===== config.mk =====
export PLATFORM = sky130hd
export DESIGN_NAME = hert_front_flat
export DESIGN_NICKNAME = d
export VERILOG_FILES = /design/src/hw/rtl/hert_pkg.sv /design/src/hw/rtl/hert_if.sv /design/src/hw/rtl/hert_front.sv /design/src/flat_wrapper.sv
export SDC_FILE = /design/constraint.sdc
export NUM_CORES = 1
export LEC_CHECK = 0
export ABC_AREA = 1
export BUFFER_PORTS_ARGS = -buffer_cell sky130_fd_sc_hd__buf_2
export CAP_MARGIN = 5
export CORE_MARGIN = 10
export CORE_UTILIZATION = 47
export CTS_CLUSTER_SIZE = 20
export DETAILED_ROUTE_END_ITERATION = 7
export PLACE_DENSITY_LB_ADDON = 0.05
export RECOVER_POWER = 25
export SYNTH_ARGS = -nofsm -noshare
export SYNTH_HDL_FRONTEND = slang
export SYNTH_SLANG_ARGS = --single-unit

===== constraint.sdc =====
create_clock -name clk_i -period 6.3 [get_ports clk_i]
set_clock_uncertainty 0.15 [all_clocks]
set_input_delay 0.945 -clock clk_i [delete_from_list [all_inputs] [get_ports clk_i]]
set_output_delay 0.945 -clock clk_i [all_outputs]
set_load 0.05 [all_outputs]

===== src/hw/rtl/hert_pkg.sv =====
// shared types and constants of the held event release table
`default_nettype none

package hert_pkg;

  localparam int unsigned TableDepthDef   = 64;
  localparam int unsigned CheckIntervalMs = 3;
  localparam int unsigned KeyW            = 64;
  localparam int unsigned HandleW         = 16;
  localparam int unsigned TimeW           = 32;
  localparam int unsigned SeqW            = 32;
  localparam int unsigned DelayW          = 16;
  localparam int unsigned LimitW          = 6;
  localparam int unsigned CfgIdxW         = 2;
  localparam int unsigned CfgDataW        = 16;

  localparam logic              EnabledRst  = 1'b1;
  localparam logic [DelayW-1:0] MaxDelayRst = 16'd667;
  localparam logic [LimitW-1:0] LimitRst    = 6'd63;

  // input commands
  typedef enum logic [1:0] {
    CMD_REG  = 2'd0,
    CMD_REL  = 2'd1,
    CMD_TICK = 2'd2,
    CMD_NONE = 2'd3
  } cmd_e;

  // result reasons
  typedef enum logic [1:0] {
    RSN_ADMIT   = 2'd0,
    RSN_REFUSE  = 2'd1,
    RSN_RELEASE = 2'd2,
    RSN_EXPIRE  = 2'd3
  } reason_e;

  // configuration register indexes
  typedef enum logic [CfgIdxW-1:0] {
    CFG_ENABLED   = 2'd0,
    CFG_MAX_DELAY = 2'd1,
    CFG_LIMIT     = 2'd2,
    CFG_UNUSED    = 2'd3
  } cfg_idx_e;

  typedef struct packed {
    logic [1:0]         cmd;
    logic [KeyW-1:0]    key;
    logic               key_present;
    logic [HandleW-1:0] payload_handle;
    logic               from_syscall_source;
    logic               is_held_copy;
    logic [TimeW-1:0]   now_ms;
  } in_item_t;

  typedef struct packed {
    logic [1:0]         reason;
    logic [KeyW-1:0]    out_key;
    logic [HandleW-1:0] out_handle;
    logic               last;
  } out_item_t;

  typedef struct packed {
    logic [CfgIdxW-1:0]  idx;
    logic [CfgDataW-1:0] wdata;
  } cfg_item_t;

  typedef struct packed {
    logic              enabled;
    logic [DelayW-1:0] max_delay;
    logic [LimitW-1:0] queue_limit;
  } cfg_regs_t;

  // classified item from front to back
  typedef struct packed {
    cmd_e     op;
    in_item_t item;
  } job_t;

  // one table entry in memory
  typedef struct packed {
    logic [KeyW-1:0]    key;
    logic [HandleW-1:0] handle;
    logic [TimeW-1:0]   stamp;
    logic [SeqW-1:0]    seq;
  } entry_t;

  localparam int unsigned EntryW = $bits(entry_t);

endpackage

`default_nettype wire


===== src/hw/rtl/hert_if.sv =====
// valid/ready channel interfaces of the held event release table
`default_nettype none

interface hert_in_if;
  import hert_pkg::*;
  logic     valid;
  logic     ready;
  in_item_t data;
  modport source (output valid, output data, input ready);
  modport sink (input valid, input data, output ready);
endinterface


`default_nettype wire


===== src/hw/rtl/hert_front.sv =====
// front end: accepts items, drops unused commands, queues the rest
`default_nettype none

module hert_front (
  input  wire logic           clk_i,
  input  wire logic           rst_ni,
  hert_in_if.sink             in_i,
  output hert_pkg::job_t      job_o,
  output logic                job_valid_o,
  input  wire logic           job_ready_i
);
  import hert_pkg::*;

  job_t       fifo_q [2];
  logic       wr_ptr_q, rd_ptr_q;
  logic [1:0] count_q;
  logic       push, pop;
  job_t       job_new;

  // classify the incoming item
  always_comb begin
    job_new.op   = cmd_e'(in_i.data.cmd);
    job_new.item = in_i.data;
  end

  assign in_i.ready  = (count_q != 2'd2);
  assign push        = in_i.valid && in_i.ready && (job_new.op != CMD_NONE);
  assign job_valid_o = (count_q != 2'd0);
  assign pop         = job_valid_o && job_ready_i;
  assign job_o       = fifo_q[rd_ptr_q];

  // queue storage
  always_ff @(posedge clk_i) begin
    if (push) begin
      fifo_q[wr_ptr_q] <= job_new;
    end
  end

  // queue pointers
  always_ff @(posedge clk_i or negedge rst_ni) begin
    if (!rst_ni) begin
      wr_ptr_q <= 1'b0;
      rd_ptr_q <= 1'b0;
      count_q  <= 2'd0;
    end else begin
      if (push) wr_ptr_q <= ~wr_ptr_q;
      if (pop) rd_ptr_q <= ~rd_ptr_q;
      count_q <= count_q + {1'b0, push} - {1'b0, pop};
    end
  end

endmodule

`default_nettype wire


===== src/flat_wrapper.sv =====
// flat-port wrapper written by rule: the top's interface ports become plain ports
module hert_front_flat import hert_pkg::*;
  (clk_i, rst_ni, job_o, job_valid_o, job_ready_i, in_i_valid, in_i_data, in_i_ready);
  hert_in_if in_i_i ();
  input  wire logic clk_i;
  input  wire logic rst_ni;
  output hert_pkg::job_t job_o;
  output logic job_valid_o;
  input  wire logic job_ready_i;
  input wire logic [$bits(in_i_i.valid)-1:0] in_i_valid;
  input wire logic [$bits(in_i_i.data)-1:0] in_i_data;
  output wire logic [$bits(in_i_i.ready)-1:0] in_i_ready;
  assign in_i_i.valid = in_i_valid;
  assign in_i_i.data = in_i_data;
  assign in_i_ready = in_i_i.ready;
  hert_front u_core (.clk_i(clk_i), .rst_ni(rst_ni), .in_i(in_i_i), .job_o(job_o), .job_valid_o(job_valid_o), .job_ready_i(job_ready_i));
endmodule

==> metrics.md <==
| Metric | Value |
|---|---|
| Run status | complete, no violations |
| Netlist area before placement | 8760 sq um |
| Total die area | 24500 sq um |
| Final standard cell count with taps included and fillers excluded | 1143 |
| Critical Path Slowest Stage Cell | dfrtp_4 |
| Setup repair bufs after CTS | 0 |
| Nature of the critical path startpoint | flip-flop |
| Initial antenna violation count | 6 |
| Clock transition at the registers of the reported paths | 0.06 ns |
| Worst EP arrival | 2.99 ns |
| Leakage | 0.00461 uW |
| Path class of the lowest-slack min-delay path | input port to async pin |
| Setup_tns | 0 ns |
| Hold Vio Cnt, Final | 0 |
| Final core utilization | 59.6% |
| IO Pins | 242 |
| Reg2reg start | u_core.count_q[0] |
| Largest fanout on the critical path | 61 |
| Placed Cells | 1098 |
| Effective utilization at floorplan | 48.3% |
| Highest-count cells in the layout ignoring fill and taps | 364 x nand2_1, 234 x edfxtp_1, 211 x buf_2, 37 x clkbuf_1, 25 x clkbuf_16 |
| Num rows | 49 |
| Number of unique standard cell types used by synthesis | 13 |
| Synthesis-stage register bit count | 238 |
| Post-detail-place hpwl | 14500 um |
| Final count of pins violating max slew | 0 |
| Mean post-synth cell area | 13.5 sq um |
| First-pass iteration count of the detailed router | 4 |
| CTS-repair resized insts | 0 |
| Cells after synthesis | 648 |
| Worst rel slew slack | 23.4% |
| Worst r2r dst | u_core.fifo_q[0][64] |
| RSZ-0062 raised after global routing | false |
| Die H | 157 um |
| Area added between synthesis and finish | 23.5% |
| Clock H-tree levels | 1 |
| DRC errors left | 0 |
| Most common cell after layout, fill and taps aside | nand2_1 |
| Pin count of the biggest net entering global routing | 62 |
| Flop2flop setup slack | 3.40 ns |
| Fraction of layout cells with a size suffix above 1 | 27.7% |
| Wire length per cell | 18.3 um |
| Critical Path Max Stage Delay | 0.73 ns |
| Net count, final | 1017 |
| Clk buf depth | 3 |
| Skew-Pair Late Insertion Delay | 0.50 ns |
| Transition time at the pin with the least slew margin | 1.15 ns |
| Die span in x | 157 um |
| Critical-path cell list | inv_4 -> buf_4 -> nand2_1 -> nand2_1 -> buf_2 |
| Net count after synthesis | 770 |
| Most frequent CP cell | nand2_1 |
| Final Cycle Share | 64.8% |
| Number of global-route vias before repair | 5744 |
| Pwr Density | 568 nW/um^2 |
| Aggregate global routing overflow | 0 |
| Total CTS buffers | 24 |
| Clock tree root driver cell | clkbuf_16 |
| Initial DRC Count | 339 |
| Global-route wire length before repair | 30800 um |
| Count of port buffers added during placement | 241 |
| Yosys warning count | 0 |
| Type of the worst setup path | flip-flop to output pin |
| Core ar. | 18100 sq um |
| Critical Path End Type | output pin |
| Final wirelength | 20900 um |
| Routability-driven placement congestion ratio | 0.737 |
| Count of cells along the worst register-to-register path | 5 |
| Shortest clock period the worst path allows after layout | 4.08 ns |
| Total track usage | 16.2% |
| Number of vias after detailed routing | 5483 |
| Max Clock Freq | 245 MHz |
| Number of maximum-capacitance violations | 0 |
| Sinks on Clock Net | 238 |
| Required time at the worst-slack endpoint | 5.20 ns |
| TritonCTS clock tree | built |
| Highest ir drop seen on vdd | 0.000313 V |
| Total of hold buffers inserted after clock tree synthesis | 0 |
| Final number of setup-violating endpoints | 0 |
| Total design power | 6140 uW |
| Detail Route Antenna Nets | 0 |
| DR vias/cell | 4.80 |
| Seq/Total Area, Yosys | 81.4% |
cell usage after synthesis, drive strengths merged:
| master | n | area share, % |
|---|---|---|
| nand4 | 1 | 0.071 |
| nor2 | 6 | 0.26 |
| dfrtp | 4 | 1.1 |
| nand3 | 2 | 0.11 |
| edfxtp | 234 | 80 |
| xor2 | 1 | 0.10 |
| ha | 1 | 0.14 |
| nand2 | 364 | 16 |
| inv | 8 | 0.37 |
| buf | 27 | 2.0 |
registers in the layout (all words and copies together), names as in the netlist:
| signal | flops |
|---|---|
| u_core.wr_ptr_q | 1 |
| u_core.count_q | 2 |
| u_core.rd_ptr_q | 1 |
| u_core.fifo_q | 234 |
worst max path at each step:
stage,slack (ns),from,to,cells past startpoint
after detailed placement,2.67,u_core.rd_ptr_q,job_o[106],5
after global placement,2.69,u_core.rd_ptr_q,job_o[65],5
after global routing,1.95,u_core.rd_ptr_q,job_o[117],5
after CTS,2.12,u_core.rd_ptr_q,job_o[106],5
after floorplan,1.44,in_i_data[115],u_core.fifo_q[1][0],3
final,2.22,u_core.rd_ptr_q,job_o[65],5
through the flow:
step                      hold slack [ns]  instance area (sq um)  setup WS [ns]
after floorplan                     0.359                   8760           1.44
after global placement              0.418                  10100           2.69
after detailed placement            0.429                  10100           2.67
after CTS                          0.0756                  10900           2.12
after global routing                0.130                  10800           1.95
final                               0.139                  10800           2.22
critical path, delay by kind of cell, from the launching register on:
kind / cells / cell delay [ns]
flip-flops: 1 / 0.73
buffers and inverters: 3 / 1.50
AND/OR/NAND/NOR: 2 / 0.22
final cells by class:
type                       instances  area, sq um
antenna                            2         5.00
clock buffer                      32          652
clock inverter                    11         48.8
fill                            1528         7330
inverter                           8         32.5
multi-input combinational        375         1440
sequential                       238         7130
tap                              229          287
timing repair buffer             248         1220
cells by family (layout without fill, tap and decap cells):
logic type                 after synthesis  in the layout  synth area share [%]
xor gates and xnor gates                 1              1                 0.100
adders and majority gates                1              1                 0.143
buffers and inverters                   35            299                  2.34
DFF                                    238            238                  81.4
other                                    0              2                     0
and+or+nand+nor                        373            373                  16.0
power by group:
group | internal [uW] | leakage, uW | switching (uW)
Sequential | 2070 | 0.00220 | 127
Clock | 723 | 0.000348 | 543
Combinational | 486 | 0.00206 | 2200
metal layers:
layer / track usage [%] / up-vias / wire, um
met3: 6.28 / 34 / 2050
met4: 4.90 / 8 / 333
met1: 19.0 / 2558 / 8160
met2: 27.1 / 207 / 10300
met5: 0 / - / 57
li1: - / 2676 / -
No activity file was read; power rests on OpenSTA's default activity.
